File: src/teq_pkg.sv
// Shared types and codes for the timer event queue.
package teq_pkg;

	localparam logic REQ_ADD    = 1'b0;
	localparam logic REQ_REMOVE = 1'b1;

	localparam logic [1:0] FAULT_NONE  = 2'd0;
	localparam logic [1:0] FAULT_FULL  = 2'd1;
	localparam logic [1:0] FAULT_EMPTY = 2'd2;

	typedef struct packed {
		logic        req;
		logic [63:0] expiry;
		logic [31:0] delay;
		logic [31:0] now_lo;
	} cmd_t;

endpackage

File: src/teq_front.sv
// Front end: takes requests, forms the expiry time and holds them in a two-entry queue.
module teq_front
	import teq_pkg::*;
#(
	parameter int TAG_BITS = 8
) (
	input  logic                clk,
	input  logic                arst_n,
	input  logic                start,
	input  logic                req_type,
	input  logic [63:0]         now,
	input  logic [31:0]         delay,
	input  logic [TAG_BITS-1:0] event_tag,
	output logic                busy,
	output logic                cmd_valid,
	output cmd_t                cmd,
	output logic [TAG_BITS-1:0] cmd_tag,
	input  logic                pop
);

	cmd_t                slot_cmd_q [2];
	logic [TAG_BITS-1:0] slot_tag_q [2];
	logic                wr_ptr_q;
	logic                rd_ptr_q;
	logic [1:0]          fill_q;
	logic                push;
	cmd_t                wr_cmd;

	assign busy      = (fill_q == 2'd2);
	assign push      = start && !busy;
	assign cmd_valid = (fill_q != 2'd0);
	assign cmd       = slot_cmd_q[rd_ptr_q];
	assign cmd_tag   = slot_tag_q[rd_ptr_q];

	always_comb begin
		wr_cmd.req    = req_type;
		wr_cmd.expiry = now + {32'd0, delay};
		wr_cmd.delay  = delay;
		wr_cmd.now_lo = now[31:0];
	end

	always_ff @(posedge clk) begin
		if (push) begin
			slot_cmd_q[wr_ptr_q] <= wr_cmd;
			slot_tag_q[wr_ptr_q] <= event_tag;
		end
	end

	always_ff @(posedge clk or negedge arst_n) begin
		if (!arst_n) begin
			wr_ptr_q <= 1'b0;
			rd_ptr_q <= 1'b0;
			fill_q   <= 2'd0;
		end else begin
			if (push)
				wr_ptr_q <= !wr_ptr_q;
			if (pop)
				rd_ptr_q <= !rd_ptr_q;
			if (push && !pop)
				fill_q <= fill_q + 2'd1;
			else if (pop && !push)
				fill_q <= fill_q - 2'd1;
		end
	end

endmodule

File: src/teq_back.sv
// Back end: sorted entry cells with parallel compare, insert/pop shift and result register.
module teq_back
	import teq_pkg::*;
#(
	parameter int QUEUE_DEPTH = 16,
	parameter int TAG_BITS    = 8,
	localparam int CW         = $clog2(QUEUE_DEPTH + 1)
) (
	input  logic                clk,
	input  logic                arst_n,
	input  logic                cmd_valid,
	input  cmd_t                cmd,
	input  logic [TAG_BITS-1:0] cmd_tag,
	output logic                pop,
	output logic                done,
	output logic                fired_valid,
	output logic [TAG_BITS-1:0] fired_tag,
	output logic                reload_valid,
	output logic [31:0]         reload_value,
	output logic                timer_on,
	output logic [1:0]          fault,
	output logic [CW-1:0]       queue_len
);

	localparam logic          ST_IDLE  = 1'b0;
	localparam logic          ST_EXEC  = 1'b1;
	localparam logic [CW-1:0] FULL_CNT = CW'(QUEUE_DEPTH);

	logic [63:0]         exp_q [QUEUE_DEPTH];
	logic [TAG_BITS-1:0] tag_q [QUEUE_DEPTH];
	logic [CW-1:0]       count_q;
	logic                enabled_q;
	logic                state_q;

	cmd_t                   cmd_s1;
	logic [TAG_BITS-1:0]    tag_s1;
	logic [QUEUE_DEPTH-1:0] lt_s1;
	logic                   head_gt_s1;

	logic                   done_q;
	logic                   fired_valid_q;
	logic [TAG_BITS-1:0]    fired_tag_q;
	logic                   reload_valid_q;
	logic [31:0]            reload_value_q;
	logic [1:0]             fault_q;

	logic [QUEUE_DEPTH-1:0] lt_next;
	logic [QUEUE_DEPTH-1:0] keep;
	logic                   exec;
	logic                   do_add;
	logic                   do_rem;

	assign pop    = cmd_valid && (state_q == ST_IDLE);
	assign exec   = (state_q == ST_EXEC);
	assign do_add = exec && (cmd_s1.req == REQ_ADD) && (count_q != FULL_CNT);
	assign do_rem = exec && (cmd_s1.req == REQ_REMOVE) && (count_q != '0);

	assign done         = done_q;
	assign fired_valid  = fired_valid_q;
	assign fired_tag    = fired_tag_q;
	assign reload_valid = reload_valid_q;
	assign reload_value = reload_value_q;
	assign fault        = fault_q;
	assign timer_on     = enabled_q;
	assign queue_len    = count_q;

	// keep[i]: entry i stays in place on an add
	assign keep[0] = (count_q != '0) && !head_gt_s1;

	for (genvar i = 0; i < QUEUE_DEPTH; i++) begin : g_cell
		assign lt_next[i] = exp_q[i] < cmd.expiry;

		if (i > 0) begin : g_chain
			assign keep[i] = keep[i-1] && (CW'(i) < count_q) && lt_s1[i];
		end

		if (i == 0) begin : g_head
			always_ff @(posedge clk) begin
				if (do_add && !keep[0]) begin
					exp_q[0] <= cmd_s1.expiry;
					tag_q[0] <= tag_s1;
				end else if (do_rem) begin
					exp_q[0] <= exp_q[1];
					tag_q[0] <= tag_q[1];
				end
			end
		end else if (i == QUEUE_DEPTH - 1) begin : g_tail
			always_ff @(posedge clk) begin
				if (do_add && !keep[i]) begin
					exp_q[i] <= keep[i-1] ? cmd_s1.expiry : exp_q[i-1];
					tag_q[i] <= keep[i-1] ? tag_s1 : tag_q[i-1];
				end
			end
		end else begin : g_mid
			always_ff @(posedge clk) begin
				if (do_add && !keep[i]) begin
					exp_q[i] <= keep[i-1] ? cmd_s1.expiry : exp_q[i-1];
					tag_q[i] <= keep[i-1] ? tag_s1 : tag_q[i-1];
				end else if (do_rem) begin
					exp_q[i] <= exp_q[i+1];
					tag_q[i] <= tag_q[i+1];
				end
			end
		end
	end

	always_ff @(posedge clk) begin
		if (pop) begin
			cmd_s1     <= cmd;
			tag_s1     <= cmd_tag;
			lt_s1      <= lt_next;
			head_gt_s1 <= exp_q[0] > cmd.expiry;
		end
	end

	always_ff @(posedge clk or negedge arst_n) begin
		if (!arst_n) begin
			state_q        <= ST_IDLE;
			count_q        <= '0;
			enabled_q      <= 1'b0;
			done_q         <= 1'b0;
			fired_valid_q  <= 1'b0;
			fired_tag_q    <= '0;
			reload_valid_q <= 1'b0;
			reload_value_q <= '0;
			fault_q        <= FAULT_NONE;
		end else begin
			done_q <= exec;
			unique case (state_q)
				ST_IDLE: begin
					if (pop)
						state_q <= ST_EXEC;
				end
				ST_EXEC: begin
					state_q        <= ST_IDLE;
					fired_valid_q  <= 1'b0;
					fired_tag_q    <= '0;
					reload_valid_q <= 1'b0;
					reload_value_q <= '0;
					fault_q        <= FAULT_NONE;
					if (cmd_s1.req == REQ_ADD) begin
						if (count_q == FULL_CNT) begin
							fault_q <= FAULT_FULL;
						end else begin
							count_q <= count_q + CW'(1);
							if (!keep[0]) begin
								reload_valid_q <= 1'b1;
								reload_value_q <= cmd_s1.delay;
								enabled_q      <= 1'b1;
							end
						end
					end else begin
						if (count_q == '0) begin
							fault_q <= FAULT_EMPTY;
						end else begin
							fired_valid_q <= 1'b1;
							fired_tag_q   <= tag_q[0];
							count_q       <= count_q - CW'(1);
							if (count_q == CW'(1)) begin
								enabled_q <= 1'b0;
							end else begin
								reload_valid_q <= 1'b1;
								reload_value_q <= exp_q[1][31:0] - cmd_s1.now_lo;
							end
						end
					end
				end
				default: state_q <= ST_IDLE;
			endcase
		end
	end

`ifndef SYNTHESIS
	a_count_bound: assert property (@(posedge clk) disable iff (!arst_n)
		count_q <= FULL_CNT)
		else $error("pending count above queue depth");

	a_timer_tracks_count: assert property (@(posedge clk) disable iff (!arst_n)
		enabled_q == (count_q != '0))
		else $error("timer enable out of step with pending count");

	a_single_exec: assert property (@(posedge clk) disable iff (!arst_n)
		exec |=> !exec)
		else $error("two update cycles in a row");

	a_done_follows_exec: assert property (@(posedge clk) disable iff (!arst_n)
		exec |=> done_q)
		else $error("update cycle without result strobe");

	a_fire_no_fault: assert property (@(posedge clk) disable iff (!arst_n)
		done_q && fired_valid_q |-> fault_q == FAULT_NONE)
		else $error("fired event reported with a fault");
`endif

endmodule

File: src/timer_event_queue.sv
// Timer event queue top level: front-end request queue feeding the sorted entry back end.
// A request is taken when start is high and busy is low. Requests land in a two-entry queue;
// the back end takes one at a time and ends it before popping the next: a parallel compare
// against all stored expiry times is registered, then the insert or pop shift is done. busy
// rises only when the queue is full. A request moves through the queue slot, the compare
// register and the result register before its result appears, later still for each request
// ahead of it; done is high for exactly one cycle and results must be captured then.
// timer_on and queue_len hold their values between results.
module timer_event_queue
	import teq_pkg::*;
#(
	parameter int QUEUE_DEPTH = 16,
	parameter int TAG_BITS    = 8
) (
	input  logic                               clk,
	input  logic                               arst_n,
	input  logic                               start,
	output logic                               busy,
	input  logic                               req_type,
	input  logic [63:0]                        now,
	input  logic [31:0]                        delay,
	input  logic [TAG_BITS-1:0]                event_tag,
	output logic                               done,
	output logic                               fired_valid,
	output logic [TAG_BITS-1:0]                fired_tag,
	output logic                               reload_valid,
	output logic [31:0]                        reload_value,
	output logic                               timer_on,
	output logic [1:0]                         fault,
	output logic [$clog2(QUEUE_DEPTH+1)-1:0]   queue_len
);

	logic                cmd_valid;
	cmd_t                cmd;
	logic [TAG_BITS-1:0] cmd_tag;
	logic                pop;

	teq_front #(
		.TAG_BITS (TAG_BITS)
	) u_front (
		.clk       (clk),
		.arst_n    (arst_n),
		.start     (start),
		.req_type  (req_type),
		.now       (now),
		.delay     (delay),
		.event_tag (event_tag),
		.busy      (busy),
		.cmd_valid (cmd_valid),
		.cmd       (cmd),
		.cmd_tag   (cmd_tag),
		.pop       (pop)
	);

	teq_back #(
		.QUEUE_DEPTH (QUEUE_DEPTH),
		.TAG_BITS    (TAG_BITS)
	) u_back (
		.clk          (clk),
		.arst_n       (arst_n),
		.cmd_valid    (cmd_valid),
		.cmd          (cmd),
		.cmd_tag      (cmd_tag),
		.pop          (pop),
		.done         (done),
		.fired_valid  (fired_valid),
		.fired_tag    (fired_tag),
		.reload_valid (reload_valid),
		.reload_value (reload_value),
		.timer_on     (timer_on),
		.fault        (fault),
		.queue_len    (queue_len)
	);

endmodule

File: config.mk
export PLATFORM = sky130hd
export DESIGN_NAME = timer_event_queue
export DESIGN_NICKNAME = d
export VERILOG_FILES = /design/src/teq_pkg.sv /design/src/teq_front.sv /design/src/teq_back.sv /design/src/timer_event_queue.sv
export SDC_FILE = /design/constraint.sdc
export NUM_CORES = 2
export LEC_CHECK = 0
export ABC_AREA = 1
export BUFFER_PORTS_ARGS = -buffer_cell sky130_fd_sc_hd__buf_2
export CORE_MARGIN = 2
export CORE_UTILIZATION = 55
export CTS_CLUSTER_SIZE = 10
export DETAILED_ROUTE_END_ITERATION = 10
export HOLD_SLACK_MARGIN = 0.12
export PLACE_DENSITY = 0.71
export SYNTH_ARGS = -nofsm -noshare
export SYNTH_HDL_FRONTEND = slang
export SYNTH_SLANG_ARGS = --single-unit
File: constraint.sdc
create_clock -name clk -period 20.4 [get_ports clk]
set_clock_uncertainty 0.15 [all_clocks]
set_input_delay 3.06 -clock clk [delete_from_list [all_inputs] [get_ports clk]]
set_output_delay 3.06 -clock clk [all_outputs]
set_load 0.05 [all_outputs]
### After elaboration in Yosys (flattened, before gate mapping)

Memory sizes are Yosys's and may differ from the RTL's. A register that Yosys moved wholly into a read port is not among the register bits.
Cells that the tools add are included.

* $add $sub $neg: 6
* magnitude comparators: 32
* equality and inequality tests: 8
* mux-type cells: 154
* bitwise gates (word level): 32
* reduce and logical (&&, ||, !) cells: 83

Operator list (number)
* 64-bit 2-to-1 mux: 30
* 64-bit less-than comparator: 16
* 8-bit 2-to-1 mux: 32
* 32-bit 2-to-1 mux: 5
* 1-bit 2-to-1 mux: 79
* 64-bit by 32-bit adder with 64-bit output: 1
* 64-bit > comparator: 1
* 1-bit logical AND: 55
* 4-bit by 5-bit less-than comparator with 1-bit output, first input constant: 8
* 32-bit subtractor: 1
* 1-bit bitwise OR: 30
* 1-bit logical NOT: 22
* 3-bit by 5-bit less-than comparator with 1-bit output, first input constant: 4
* 5-bit 2-to-1 mux: 3
* 2-bit by 5-bit less-than comparator with 1-bit output, first input constant: 2
* 2-bit 2-to-1 mux: 4
* 5-bit by 1-bit adder with 5-bit output, second input constant: 1
* 5-bit by 1-bit equality test with 1-bit output, second input constant: 1
* 5-bit equality test, second input constant: 1
* 5-bit logical NOT: 1
* 1-bit by 5-bit less-than comparator with 1-bit output, first input constant: 1
* 5-bit != test, second input constant: 1
* 5-bit AND reduction: 1
* 5-bit nonzero test: 1
* other kinds (10): 14

* flip-flop bits (word level): 202
* memory bits (writable): 1426
* input bits: 108
* output and inout bits: 52
* word-level logic and storage cells: 337
* memories kept: 4

Memories
* u_back.exp_q: depth 16, width 64, rd ports 16, clocked after Yosys merged registers in 0, write ports 16, RTL line teq_back.sv:29 `logic [63:0] exp_q [QUEUE_DEPTH];`
* u_front.slot_cmd_q: depth 2, width 129, rd ports 1, clocked after Yosys merged registers in 0, write ports 1, RTL line teq_front.sv:21 `cmd_t slot_cmd_q [2];`
* u_back.tag_q: depth 16, width 8, rd ports 16, clocked after Yosys merged registers in 0, write ports 16, RTL line teq_back.sv:30 `logic [TAG_BITS-1:0] tag_q [QUEUE_DEPTH];`
* u_front.slot_tag_q: depth 2, width 8, rd ports 1, clocked after Yosys merged registers in 1, write ports 1, RTL line teq_front.sv:22 `logic [TAG_BITS-1:0] slot_tag_q [2];`

### Logic depth before layout (Yosys ltp)

* word-level depth: 36
* depth in mapped cells: 17
* depth with buffers taken out: 17

### Cells and area by module

Synthesis repeated with hierarchy kept, for this count alone.

* cells, all modules: 11310
* area total of the unflattened synthesis: 101952.8 um^2

Modules (own cells, without submodules)
* teq_back: instances 1, cells each 9969, area an instance 87813.0 um^2, sequential area each 40488.8 um^2
* teq_front: instances 1, cells each 1341, area an instance 14139.8 um^2, sequential area each 8328.0 um^2

### Worst setup path before layout

No wires, ideal clock.

* path type: in2reg
* start point: input start
* end point: memory u_front.slot_cmd_q[1][0] in the netlist's numbering (enable)
* setup time: 0.637 ns
* data arrival time: 8.912 ns
* slack: 10.701 ns
* stages: 2
* cell sequence: o21ai_0 nor2_1

* word-level cells in the longest chain between the ends: 3

RTL lines
* start: declaration: RTL line timer_event_queue.sv:17 `input logic start,`
* 1-bit logical AND: RTL line teq_front.sv:30 `assign push = start && !busy;`
* 1-bit 2-to-1 mux: RTL line teq_front.sv:43 `if (push) begin`
* 1-bit 2-to-1 mux (implied by the code): RTL line teq_front.sv:44 `slot_cmd_q[wr_ptr_q] <= wr_cmd;`
* end: declaration: RTL line teq_front.sv:21

No other way between the ends.

==> results.md <==
* Status: completed
* HP Start: u_back.cmd_s1[34]$_DFFE_PP_
* Post-detail-place hpwl at 239000 µm
* # hold bufs at CTS at 0
* Fin. Hold Viols at 0
* Row cnt at 157
* Yosys warns at 0
* Antenna Violating Nets Remaining at 0
* Final #Nets at 12400
* Layout area overhead at 8.78%
* Skew-Pair Late Insertion Delay at 870 ps
* Inserted Clock Buffers at 191
* Min-delay worst type: reg -> reg
* Initial core utilization at 0.552
* Synth area leaders: edfxtp_1 (47%), ha_1 (13%), nand2_1 (12%), o21ai_0 (7.9%), a21oi_1 (3.0%)
* Die X at 432 µm
* Fillers at 15500
* First-pass GRT wire length at 498000 µm
* Die Ht at 432 µm
* Vias at 86500
* Crit path from: u_back.queue_len[0]$_DFFE_PN0P_
* Worst-path maximum fanout at 87
* Largest area contributor in the netlist: edfxtp_1
* Gp weighted congestion at 0.977
* Post-synthesis cell area at 101000 µm²
* CTS max path bufs at 3
* Largest net degree at the start of global routing at 243
* Synthesized area per cell at 8.93 µm²
* Crit path DAT at 7910 ps
* Post-route clock period utilization at 0.369
* Critical Path Slowest Stage Cell: nor2_4
* TritonRoute pass-1 iters at 8
* Synth unique cells at 49
* Unrepaired setup endpoints after global routing: false
* Post-CTS Resized at 0
* Final core utilization at 0.600
* WL final at 333000 µm
* Worst Setup Start Kind: flip-flop
* Number of port buffers at 159
* DR vias/cell at 6.30
* Post-synth EDFFs at 1579
* Number of DRC markers in iteration 0 at 11100
* TritonCTS clock tree: built
* Final setup viols at 0
* Top FF cell, synth: edfxtp_1
* Share of cells above drive strength 1 at 0.0622
* Worst endpoint required time at 20780 ps
* Crit-path max cell delay at 940 ps
* Final slew viol count at 0
* Design area at 110000 µm²
* Post-synth ARST share at 0.0343
* Die Area at 187000 µm²
* Post-synthesis sequential area ratio at 0.484
* GRT Util Overall at 0.349
* Max Cap Viol at 0
* Vias in the first global route at 82300
* Fmax at 133 MHz
* Cell Area, Placed at 104000 µm²
* Total core area at 183000 µm²
* Rel. slew slack at 0.0721
* Clk sinks at 1635
* Post-route DRC violation count at 0
* H-tree depth at 4
* Syn_nets at 12500
* Setup bufs post-CTS at 0
* Post-layout minimum cycle time at 7540 ps
* Root Driver: clkbuf_16
* Io pins at 160
* Count of state elements after synthesis at 1635
* Crit-path cells: inv_1 > ha_1 > nand3_1 > nand2_1 > buf_4 > inv_4 > nand4_1 > nor2_4 > nand4_1 > buf_4 > nor2_4 > nand4_1 > nor2_4 > buf_4 > nand4_1 > nand2_1 > clkinv_2 > buf_4
* Top-area cell type share of the netlist area at 0.470
* Worst-path clk slew at 60 ps
* Initial antenna violation count at 6
* Worst Tran Pin Value at 1380 ps
* Reg2Reg Launch Point: u_back.queue_len[0]$_DFFE_PN0P_
* Placed Cells at 13400
* GRT overflow at 0
* Syn Inst Count at 11300
* Worst Setup Path Type: reg -> reg
* Avg WL per Cell at 24.2 µm
* CP endpoint kind: flip-flop
* Final non-filler cell total at 13700
* Top cell family by delay on the critical path: buffers and inverters
* Post-route setup TNS at 0 ps
* CP bufs+invs at 7
==> logic make-up after synthesis <==
family                   share of synthesized area
AO/OA/AOI/OAI                                0.148
AND/OR/NAND/NOR                              0.179
adder cells (fa/ha/maj)                      0.134
flip-flops                                   0.484
buffers and inverters                       0.0486
XOR/XNOR                                   0.00617
==> routing by layer <==
| metal | part of all wire | vias up | global-route usage |
|---|---|---|---|
| met5 | 0.00059 | - | 0.00572 |
| met4 | 0.044 | 10 | 0.147 |
| met3 | 0.12 | 749 | 0.0943 |
| met2 | 0.44 | 4791 | 0.530 |
| met1 | 0.40 | 41300 | 0.472 |
| li1 | - | 39600 | - |
==> placed cells by master (no fill, tap or decap), types with 12 or more instances in the layout <==
cell       instances
a21oi_1          606
nor4_1            46
o21ai_1           96
o21ai_4           24
o211ai_1         117
nand3_1          384
nor3_1            76
xor2_1            54
o221ai_1          25
a31oi_1          231
nand2_1         3269
nand4_1          130
buf_4            163
a211oi_1          55
or2_2             64
nor2_1           435
a21o_1            14
o21a_1            26
buf_2            158
o21ai_0         1512
ha_1            1077
dfrtp_1           55
edfxtp_1        1579
clkbuf_16        194
inv_1            664
xnor2_1           17
o21ai_2           26
nand3b_1          12
clkbuf_1          92
==> layout make-up <==
| type | instances | area, µm² | area share |
|---|---|---|---|
| Multi-Input combinational cell | 8379 | 47700 | 0.435 |
| Inverter | 676 | 2550 | 0.0233 |
| Clock inverter | 29 | 324 | 0.00295 |
| Antenna cell | 1 | 2.50 | 0.0000228 |
| Clock buffer | 293 | 5300 | 0.0483 |
| Sequential cell | 1635 | 48800 | 0.445 |
| Tap cell | 2385 | 2980 | 0.0272 |
| Timing Repair Buffer | 322 | 2030 | 0.0185 |
==> Yosys cell counts, drive strengths merged (12+ instances only) <==
cell and instances:
nor4 51, o21a 26, a21oi 607, or2 64
nor2 446, buf 123, a211oi 55, dfrtp 56
clkbuf 477, nand4 131, o211ai 117, o221ai 25
edfxtp 1579, nor3 77, nand3 386, a21o 14
inv 672, xnor2 17, nand3b 12, xor2 54
ha 1077, nand2 3276, a31oi 231, o21ai 1658
==> sequential cells by signal, summed over array words and instances (netlist names), 8 cells and up <==
| signal | flops |
|---|---|
| u_back.exp_q | 1024 |
| u_back.reload_value | 32 |
| u_front.slot_tag_q | 16 |
| u_back.tag_s1 | 8 |
| u_back.lt_s1 | 15 |
| u_back.fired_tag | 8 |
| u_back.cmd_s1 | 129 |
| u_back.tag_q | 128 |
| u_front.slot_cmd_q | 258 |
==> worst paths after layout <==
| path | to | slack [ps] | depth (start not counted) |
|---|---|---|---|
| worst max-delay path | u_back.exp_q[1][506]$_DFFE_PP_ | 12860 | 18 |
| worst min-delay path | u_back.reload_value[2]$_DFFE_PN0P_ | 300 | 2 |
| worst max register to register | u_back.exp_q[1][506]$_DFFE_PP_ | 12860 | 18 |
| worst min register to register | u_back.reload_value[2]$_DFFE_PN0P_ | 300 | 2 |
| max in group asynchronous | u_back.fault[1]$_DFFE_PN0P_ | 17090 | 2 |
| min in group asynchronous | u_back.reload_value[2]$_DFFE_PN0P_ | 1960 | 1 |
==> worst min-delay path: stages (launching register included) <==
cell,delay (ps)
edfxtp_1,320
nand2_1,60
o211ai_1,70
==> stage by stage <==
stage          worst slack, ps  hold slack (ps)
2_1_floorplan            10700              249
3_3_place_gp             13160              307
3_5_place_dp             13010              311
4_1_cts                  13000              304
5_1_grt                  12430              343
6_report                 12860              302
Power is left out: the tool's default activity adds up to more than one toggle a clock period on the data nets, which glitch-free logic cannot reach.
